**src/ehmf_pkg.sv**
```systemverilog
package ehmf_pkg;

   localparam int FILTER_ENTRIES_DEFAULT = 8;
   localparam int MAX_FRAME_DEFAULT      = 65535;
   localparam int LIST_COUNT             = 7;

   localparam logic OP_FRAME = 1'b0;
   localparam logic OP_WRITE = 1'b1;

   localparam logic [2:0] LIST_SRC_IP   = 3'd0;
   localparam logic [2:0] LIST_DST_IP   = 3'd1;
   localparam logic [2:0] LIST_SRC_PORT = 3'd2;
   localparam logic [2:0] LIST_DST_PORT = 3'd3;
   localparam logic [2:0] LIST_SRC_MAC  = 3'd4;
   localparam logic [2:0] LIST_DST_MAC  = 3'd5;
   localparam logic [2:0] LIST_PROTOCOL = 3'd6;

   localparam logic [15:0] DST_MAC_END   = 16'd6;
   localparam logic [15:0] SRC_MAC_END   = 16'd12;
   localparam logic [15:0] PROTOCOL_POS  = 16'd23;
   localparam logic [15:0] SRC_IP_START  = 16'd26;
   localparam logic [15:0] DST_IP_START  = 16'd30;
   localparam logic [15:0] SRC_PORT_START = 16'd34;
   localparam logic [15:0] DST_PORT_START = 16'd36;
   localparam logic [15:0] HEADER_END    = 16'd38;
   localparam logic [15:0] SHORT_LIMIT   = 16'd42;

   typedef enum logic [1:0] {
      STATUS_ACCEPT = 2'd0,
      STATUS_REJECT = 2'd1,
      STATUS_SHORT  = 2'd2
   } status_type;

   typedef struct packed {
      logic        op;
      logic [7:0]  data_byte;
      logic        last;
      logic [2:0]  list_sel;
      logic [2:0]  entry_index;
      logic [47:0] entry_value;
      logic        entry_valid;
   } req_word_type;

   typedef struct packed {
      logic        accept;
      status_type  status;
      logic [15:0] frame_length;
   } rsp_word_type;

endpackage

```
**src/ethernet_header_match_filter.sv**
```systemverilog
// Ethernet/IPv4 header match filter.
// The request channel carries one word per cycle unless stalled: a frame byte
// in wire order, with last marking the final byte, or a write into one slot of
// the seven match lists (source and destination MAC, IP and port, and protocol).
// Header fields are captured at fixed offsets, assuming no VLAN tag and no IP
// options. A list with no valid slot passes everything.
// On the last byte one response word gives the verdict and the frame length,
// which saturates at MAX_FRAME. Frames of 42 bytes or fewer are reported short.
// Filter writes and non-final bytes produce no response.
// Throughput is one word per cycle unless a final byte stalls. Every word is
// registered on acceptance and processed from the input register, where the
// list compares run in parallel against the captured fields; the final byte's
// verdict is then registered in the response register, which drives rsp_valid.
// When the receiver stalls, the response register holds its word, one more
// request word is taken into the input register, and further frame bytes and
// writes continue to flow until a final byte finds the response still held.
// Synchronous reset clears the byte count, empties every list and drops both
// valid flags; list contents are undefined until written.
module ethernet_header_match_filter #(
   parameter int FILTER_ENTRIES = ehmf_pkg::FILTER_ENTRIES_DEFAULT,
   parameter int MAX_FRAME      = ehmf_pkg::MAX_FRAME_DEFAULT
) (
   input  logic                   clock,
   input  logic                   reset,
   input  logic                   req_valid,
   output logic                   req_stall,
   input  ehmf_pkg::req_word_type req_word,
   output logic                   rsp_valid,
   input  logic                   rsp_stall,
   output ehmf_pkg::rsp_word_type rsp_word
);

   localparam int IW = (FILTER_ENTRIES > 1) ? $clog2(FILTER_ENTRIES) : 1;

   logic                   a_valid_ff;
   ehmf_pkg::req_word_type a_word_ff;
   logic                   rsp_valid_ff;
   ehmf_pkg::rsp_word_type rsp_word_ff;
   ehmf_pkg::rsp_word_type rsp_word_in;

   logic [15:0] count_ff;
   logic [15:0] count_in;
   logic [47:0] dst_mac_ff, dst_mac_in;
   logic [47:0] src_mac_ff, src_mac_in;
   logic [7:0]  protocol_ff, protocol_in;
   logic [31:0] src_ip_ff, src_ip_in;
   logic [31:0] dst_ip_ff, dst_ip_in;
   logic [15:0] src_port_ff, src_port_in;
   logic [15:0] dst_port_ff, dst_port_in;

   logic [31:0] src_ip_table_ff   [FILTER_ENTRIES];
   logic [31:0] dst_ip_table_ff   [FILTER_ENTRIES];
   logic [15:0] src_port_table_ff [FILTER_ENTRIES];
   logic [15:0] dst_port_table_ff [FILTER_ENTRIES];
   logic [47:0] src_mac_table_ff  [FILTER_ENTRIES];
   logic [47:0] dst_mac_table_ff  [FILTER_ENTRIES];
   logic [7:0]  protocol_table_ff [FILTER_ENTRIES];
   logic [FILTER_ENTRIES-1:0] slot_valid_ff [ehmf_pkg::LIST_COUNT];

   logic [FILTER_ENTRIES-1:0] hit_src_ip, hit_dst_ip, hit_src_port, hit_dst_port;
   logic [FILTER_ENTRIES-1:0] hit_src_mac, hit_dst_mac, hit_protocol;
   logic [ehmf_pkg::LIST_COUNT-1:0] list_pass;

   logic           out_free;
   logic           is_frame;
   logic           is_final;
   logic           a_fire;
   logic           rsp_load;
   logic           wr_en;
   logic [IW-1:0]  wr_idx;

   assign out_free = !rsp_valid_ff || !rsp_stall;
   assign is_frame = a_word_ff.op == ehmf_pkg::OP_FRAME;
   assign is_final = is_frame && a_word_ff.last;
   assign a_fire   = a_valid_ff && (!is_final || out_free);
   assign rsp_load = a_fire && is_final;
   assign req_stall = a_valid_ff && !a_fire;

   assign wr_en  = a_fire && (a_word_ff.op == ehmf_pkg::OP_WRITE)
                   && (a_word_ff.list_sel < 3'(ehmf_pkg::LIST_COUNT))
                   && (int'(a_word_ff.entry_index) < FILTER_ENTRIES);
   assign wr_idx = IW'(a_word_ff.entry_index);

   always_ff @(posedge clock) begin
      if (reset) begin
         a_valid_ff <= 1'b0;
      end else if (req_valid && !req_stall) begin
         a_valid_ff <= 1'b1;
      end else if (a_fire) begin
         a_valid_ff <= 1'b0;
      end
   end

   always_ff @(posedge clock) begin
      if (req_valid && !req_stall) begin
         a_word_ff <= req_word;
      end
   end

   // Header capture: each field shifts in big-endian over its byte range.
   always_comb begin
      count_in    = count_ff;
      dst_mac_in  = dst_mac_ff;
      src_mac_in  = src_mac_ff;
      protocol_in = protocol_ff;
      src_ip_in   = src_ip_ff;
      dst_ip_in   = dst_ip_ff;
      src_port_in = src_port_ff;
      dst_port_in = dst_port_ff;
      if (count_ff < ehmf_pkg::DST_MAC_END) begin
         dst_mac_in = {dst_mac_ff[39:0], a_word_ff.data_byte};
      end else if (count_ff < ehmf_pkg::SRC_MAC_END) begin
         src_mac_in = {src_mac_ff[39:0], a_word_ff.data_byte};
      end else if (count_ff == ehmf_pkg::PROTOCOL_POS) begin
         protocol_in = a_word_ff.data_byte;
      end else if (count_ff >= ehmf_pkg::SRC_IP_START && count_ff < ehmf_pkg::DST_IP_START) begin
         src_ip_in = {src_ip_ff[23:0], a_word_ff.data_byte};
      end else if (count_ff >= ehmf_pkg::DST_IP_START
                   && count_ff < ehmf_pkg::SRC_PORT_START) begin
         dst_ip_in = {dst_ip_ff[23:0], a_word_ff.data_byte};
      end else if (count_ff >= ehmf_pkg::SRC_PORT_START
                   && count_ff < ehmf_pkg::DST_PORT_START) begin
         src_port_in = {src_port_ff[7:0], a_word_ff.data_byte};
      end else if (count_ff >= ehmf_pkg::DST_PORT_START && count_ff < ehmf_pkg::HEADER_END) begin
         dst_port_in = {dst_port_ff[7:0], a_word_ff.data_byte};
      end
      if (count_ff < 16'(MAX_FRAME)) begin
         count_in = count_ff + 16'd1;
      end
   end

   always_ff @(posedge clock) begin
      if (reset) begin
         count_ff <= '0;
      end else if (a_fire && is_frame) begin
         count_ff <= a_word_ff.last ? 16'd0 : count_in;
      end
   end

   always_ff @(posedge clock) begin
      if (a_fire && is_frame) begin
         dst_mac_ff  <= a_word_ff.last ? '0 : dst_mac_in;
         src_mac_ff  <= a_word_ff.last ? '0 : src_mac_in;
         protocol_ff <= a_word_ff.last ? '0 : protocol_in;
         src_ip_ff   <= a_word_ff.last ? '0 : src_ip_in;
         dst_ip_ff   <= a_word_ff.last ? '0 : dst_ip_in;
         src_port_ff <= a_word_ff.last ? '0 : src_port_in;
         dst_port_ff <= a_word_ff.last ? '0 : dst_port_in;
      end
   end

   always_ff @(posedge clock) begin
      if (wr_en) begin
         unique case (a_word_ff.list_sel)
            ehmf_pkg::LIST_SRC_IP:   src_ip_table_ff[wr_idx]   <= a_word_ff.entry_value[31:0];
            ehmf_pkg::LIST_DST_IP:   dst_ip_table_ff[wr_idx]   <= a_word_ff.entry_value[31:0];
            ehmf_pkg::LIST_SRC_PORT: src_port_table_ff[wr_idx] <= a_word_ff.entry_value[15:0];
            ehmf_pkg::LIST_DST_PORT: dst_port_table_ff[wr_idx] <= a_word_ff.entry_value[15:0];
            ehmf_pkg::LIST_SRC_MAC:  src_mac_table_ff[wr_idx]  <= a_word_ff.entry_value;
            ehmf_pkg::LIST_DST_MAC:  dst_mac_table_ff[wr_idx]  <= a_word_ff.entry_value;
            ehmf_pkg::LIST_PROTOCOL: protocol_table_ff[wr_idx] <= a_word_ff.entry_value[7:0];
            default: ;
         endcase
      end
   end

   always_ff @(posedge clock) begin
      if (reset) begin
         for (int k = 0; k < ehmf_pkg::LIST_COUNT; k++) begin
            slot_valid_ff[k] <= '0;
         end
      end else if (wr_en) begin
         for (int k = 0; k < ehmf_pkg::LIST_COUNT; k++) begin
            if (a_word_ff.list_sel == 3'(k)) begin
               slot_valid_ff[k][wr_idx] <= a_word_ff.entry_valid;
            end
         end
      end
   end

   // A frame that can pass is longer than the headers, so the captures are
   // complete before its last byte and the compare uses them directly.
   always_comb begin
      for (int i = 0; i < FILTER_ENTRIES; i++) begin
         hit_src_ip[i]   = slot_valid_ff[ehmf_pkg::LIST_SRC_IP][i]
                           && (src_ip_table_ff[i] == src_ip_ff);
         hit_dst_ip[i]   = slot_valid_ff[ehmf_pkg::LIST_DST_IP][i]
                           && (dst_ip_table_ff[i] == dst_ip_ff);
         hit_src_port[i] = slot_valid_ff[ehmf_pkg::LIST_SRC_PORT][i]
                           && (src_port_table_ff[i] == src_port_ff);
         hit_dst_port[i] = slot_valid_ff[ehmf_pkg::LIST_DST_PORT][i]
                           && (dst_port_table_ff[i] == dst_port_ff);
         hit_src_mac[i]  = slot_valid_ff[ehmf_pkg::LIST_SRC_MAC][i]
                           && (src_mac_table_ff[i] == src_mac_ff);
         hit_dst_mac[i]  = slot_valid_ff[ehmf_pkg::LIST_DST_MAC][i]
                           && (dst_mac_table_ff[i] == dst_mac_ff);
         hit_protocol[i] = slot_valid_ff[ehmf_pkg::LIST_PROTOCOL][i]
                           && (protocol_table_ff[i] == protocol_ff);
      end
   end

   assign list_pass[ehmf_pkg::LIST_SRC_IP] =
      (slot_valid_ff[ehmf_pkg::LIST_SRC_IP] == '0) || (|hit_src_ip);
   assign list_pass[ehmf_pkg::LIST_DST_IP] =
      (slot_valid_ff[ehmf_pkg::LIST_DST_IP] == '0) || (|hit_dst_ip);
   assign list_pass[ehmf_pkg::LIST_SRC_PORT] =
      (slot_valid_ff[ehmf_pkg::LIST_SRC_PORT] == '0) || (|hit_src_port);
   assign list_pass[ehmf_pkg::LIST_DST_PORT] =
      (slot_valid_ff[ehmf_pkg::LIST_DST_PORT] == '0) || (|hit_dst_port);
   assign list_pass[ehmf_pkg::LIST_SRC_MAC] =
      (slot_valid_ff[ehmf_pkg::LIST_SRC_MAC] == '0) || (|hit_src_mac);
   assign list_pass[ehmf_pkg::LIST_DST_MAC] =
      (slot_valid_ff[ehmf_pkg::LIST_DST_MAC] == '0) || (|hit_dst_mac);
   assign list_pass[ehmf_pkg::LIST_PROTOCOL] =
      (slot_valid_ff[ehmf_pkg::LIST_PROTOCOL] == '0) || (|hit_protocol);

   always_comb begin
      rsp_word_in.frame_length = count_in;
      priority if (count_in <= ehmf_pkg::SHORT_LIMIT) begin
         rsp_word_in.status = ehmf_pkg::STATUS_SHORT;
      end else if (&list_pass) begin
         rsp_word_in.status = ehmf_pkg::STATUS_ACCEPT;
      end else begin
         rsp_word_in.status = ehmf_pkg::STATUS_REJECT;
      end
      rsp_word_in.accept = rsp_word_in.status == ehmf_pkg::STATUS_ACCEPT;
   end

   always_ff @(posedge clock) begin
      if (reset) begin
         rsp_valid_ff <= 1'b0;
      end else if (rsp_load) begin
         rsp_valid_ff <= 1'b1;
      end else if (!rsp_stall) begin
         rsp_valid_ff <= 1'b0;
      end
   end

   always_ff @(posedge clock) begin
      if (rsp_load) begin
         rsp_word_ff <= rsp_word_in;
      end
   end

   assign rsp_valid = rsp_valid_ff;
   assign rsp_word  = rsp_word_ff;

`ifndef NO_ASSERTIONS
   a_no_overwrite : assert property (@(posedge clock) disable iff (reset)
      rsp_load |-> out_free)
      else $error("response register loaded while a held word was not taken");

   a_accept_status : assert property (@(posedge clock) disable iff (reset)
      rsp_valid_ff |-> (rsp_word_ff.accept == (rsp_word_ff.status == ehmf_pkg::STATUS_ACCEPT)))
      else $error("accept flag disagrees with status");

   a_short_length : assert property (@(posedge clock) disable iff (reset)
      rsp_valid_ff && (rsp_word_ff.status == ehmf_pkg::STATUS_SHORT)
      |-> rsp_word_ff.frame_length <= ehmf_pkg::SHORT_LIMIT)
      else $error("short status on a frame above the header length");

   a_count_cleared : assert property (@(posedge clock) disable iff (reset)
      rsp_load |=> count_ff == 16'd0)
      else $error("byte count not cleared after the final byte");
`endif

endmodule
```
**config.mk**
```make
export PLATFORM = sky130hd
export DESIGN_NAME = ethernet_header_match_filter
export DESIGN_NICKNAME = d
export VERILOG_FILES = /design/src/ehmf_pkg.sv /design/src/ethernet_header_match_filter.sv
export SDC_FILE = /design/constraint.sdc
export NUM_CORES = 2
export LEC_CHECK = 0
export BUFFER_PORTS_ARGS = -buffer_cell sky130_fd_sc_hd__buf_2
export CORE_ASPECT_RATIO = 0.7
export CORE_MARGIN = 4
export CORE_UTILIZATION = 25
export CTS_BUF_LIST = sky130_fd_sc_hd__clkbuf_4
export CTS_CLUSTER_SIZE = 25
export DETAILED_ROUTE_END_ITERATION = 8
export SLEW_MARGIN = 20
export SYNTH_ARGS = -nofsm -noshare
export SYNTH_HDL_FRONTEND = slang
export SYNTH_SLANG_ARGS = --single-unit
```
**constraint.sdc**
```tcl
create_clock -name clock -period 7 [get_ports clock]
set_input_delay 0.35 -clock clock [delete_from_list [all_inputs] [get_ports clock]]
set_output_delay 0.35 -clock clock [all_outputs]
set_load 0.01 [all_outputs]
```
==> results.cfg <==
[status]
status = complete, no violations

[cts]
holdBufCountCts = 137
cts.root.buffer_cell = clkbuf_4
clock_tree_from_tritoncts = built
total_clock_buffers_created_by_cts = 485
post_cts_repair_setup_buffers = 0
cts-resized-gates = 0
cts.clk_slew.worst_paths_ns = 0.07
clock_latency_ns = 1.41
ctsLongestPathBuffers = 4
cts_htree_levels = 5
cts_num_sinks = 1958

[sta]
final_min_period_over_clock_period_pct = 54.9
fmax_mhz = 260
setup_viol = 0
worst_clock_skew_ns = 0.138
setup_repair_after_global_routing_missed_its_margin = no
tightestPinTransition_ns = 1.17
fin_crit_ns = 3.84
timing_hold_violations_final = 0
setup_total_negative_slack_ns = 0
relSlewSlack_pct = 21.9
report.final.slew_viol_count = 0

[synth]
mean_instance_size_in_the_synthesized_netlist_um2 = 16.1
synth_warnings = 0
synth_enable_flop_cells = 1940
yosys_register_bits = 1958
async_flop_share_pct = 0
mappedNetlistNets = 5064
seq_area_frac_synth_pct = 73.0
synth_area_um2 = 80300
ys_dominant_reg_cell = edfxtp_1
postSynthCellCount = 4992
ys_types = 56

[worst_setup_path]
worst_ep_arrival_time_ns = 4.91
critical_path_class = flop to flop
critPathLaunchType = flop
cp.required_ns = 8.07
type_of_destination_of_the_critical_path = flop
r2r_slack_ns = 3.16
timing.critical_path.fanout_max = 8

[power]
vdd.ir_drop.worst_mv = 0.145
power_density_over_the_cells_nw_per_um2 = 246
power_leakage_nw = 29.2
totalPowerFinal_mw = 23.0

[final_layout]
ratio_of_cells_with_drive_above_1_in_the_final_layout_pct = 17.9
final_net_count = 5676
regArea_um2 = 58600
layout.filler_cells = 31700
multi_input_comb_area_um2 = 20800
finalInstanceArea_um2 = 93800
layout.cells.most_common = edfxtp_1
syn2layout_area_growth_pct = 16.8
most_frequent_cells_in_the_layout = 1940 x edfxtp_1, 954 x xnor2_1, 688 x clkbuf_4, 595 x xor2_1, 257 x nand4_1

[floorplanning]
chipWidth_um = 685
initial_utilization_pct = 25.2
boundaryPins = 90
die_height_um = 482
floorplan.core_area_um2 = 318000
std_cell_rows = 173
floorplan.die_area_um2 = 330000

[grt]
grt_max_degree = 76
first_global_vias = 45900
global_route.usage.met3_pct = 3.89
wire_length_of_the_first_global_routing_pass_um = 359000
grt.met1_usage_pct = 21.3
grt_overflow = 0
grt_use_met2_pct = 23.5
globalRouteTotalUtil_pct = 15.4
grt_antenna_before_repair = 41
grt_most_used_layer = met2

[detailed_routing]
drc_errors_left = 0
drt_pre_antenna_iters = 6
wl_final_um = 263000
routed-via-count = 47600
drtAntennaViolNets = 0
vias_per_cell = 4.66
wire_per_inst_um = 25.7
drt-initial-drc-count = 7880

[hold_path]
worst_hold_path_type = input pin to flop

[placement]
detailed_placement_wirelength_estimate_um = 155000
globalplace.congestion = 0.881
place.port_buffers = 89
detailed_place.area_um2 = 86600

[flow_run]
drv_cap = 0
cell type report:
class / instances / area share, %
Sequential cell: 1958 / 62.5
Multi-Input combinational cell: 2720 / 22.1
Tap cell: 4287 / 5.72
Clock buffer: 688 / 5.51
Timing Repair Buffer: 379 / 3.29
Clock inverter: 121 / 0.563
Inverter: 60 / 0.240
Antenna cell: 17 / 0.0454
metrics by stage:
step | utilization, % | setup slack, ns | std cells | hold slack [ns]
floorplan | - | 2.90 | 4992 | 0.449
global placement | 27.2 | 3.44 | 9260 | 0.508
detailed placement | 27.2 | 3.53 | 9262 | 0.508
CTS | 29.4 | 3.11 | 10200 | 0.0216
global route | 29.4 | 3.08 | 10200 | 0.0555
finish | 29.5 | 3.16 | 10200 | 0.181
report_power, final:
part           internal (mW)  total [mW]  switching, mW  leakage, nW
Combinational          0.212       0.781          0.570         8.03
Clock                   4.54        9.15           4.61         3.42
Sequential              13.0        13.1          0.145         17.7
logic make-up after synthesis:
group	synth area share, %
simple gates	7.39
xor+xnor	16.9
fa+ha+maj	0.0468
mux	0.0265
flops	73.0
buf+inv	1.47
compound gates	1.12
cells in the mapped netlist (3+ instances only):
master     number  area (um^2)
a21oi_1        17         85.1
a31oi_1         5         31.3
nor3_1        108          541
o22ai_1        20          125
and4_1          3         26.3
or4_1           8         60.1
nand3_1        79          395
a22o_1          8         70.1
dfxtp_1        18          360
nand4_1       257         1610
nor2_1        131          492
o221ai_1        7         61.3
inv_1          60          225
or2_2          58          363
o21ai_0        15         75.1
a221o_1         4         40.0
ha_1            3         37.5
nand3b_1        3         22.5
xor2_1        595         5210
a222oi_1        3         30.0
a22oi_1        12         90.1
a2111oi_0       3         26.3
buf_1          13         48.8
or3_1           7         43.8
edfxtp_1     1940        58300
clkbuf_1      237          890
nor2b_1       132          826
o2bb2ai_1       6         52.6
and3_1          7         43.8
buf_2           4         20.0
nor4_1        194         1210
xnor2_1       954         8360
nand2b_1       15         93.8
nand2_1        35          131
o2111ai_1       4         35.0
sequential cells by signal, summed over array words and instances (netlist names), 16 cells and up:
name	count
dst_port_ff	16
rsp_word	19
dst_ip_ff	32
src_ip_table_ff	256
a_word_ff	62
src_mac_table_ff	384
slot_valid_ff	56
dst_ip_table_ff	256
src_ip_ff	32
protocol_table_ff	64
dst_mac_ff	48
src_port_table_ff	128
src_mac_ff	48
dst_port_table_ff	128
count_ff	16
dst_mac_table_ff	384
src_port_ff	16
path summary, 6_finish.rpt:
kind / depth (start not counted) / startpoint / to
setup / recovery: 8 / dst_mac_ff[46]$_SDFFCE_PP0P_ / rsp_word[16]$_DFFE_PP_
hold / removal: 3 / req_word[38] / a_word_ff[38]$_DFFE_PP_
setup reg to reg: 8 / dst_mac_ff[46]$_SDFFCE_PP0P_ / rsp_word[16]$_DFFE_PP_
hold reg to reg: 2 / count_ff[4]$_SDFFE_PP0P_ / count_ff[4]$_SDFFE_PP0P_
per-layer routing:
layer	up-vias	wire [um]
met3	476	32500
met5	-	7
met4	2	7830
met2	3183	117000
li1	19800	-
met1	24200	105000
critical path, cell delays in order (launching register included):
cell and delay [ns]:
edfxtp_1 0.66, xnor2_1 0.79, nand4_1 0.27, nor4_1 0.79, nand4_1 0.19, o2111ai_1 0.19, or3_1 0.30, and4_1 0.24
a21oi_1 0.07
(Power assumes the default switching activity.)
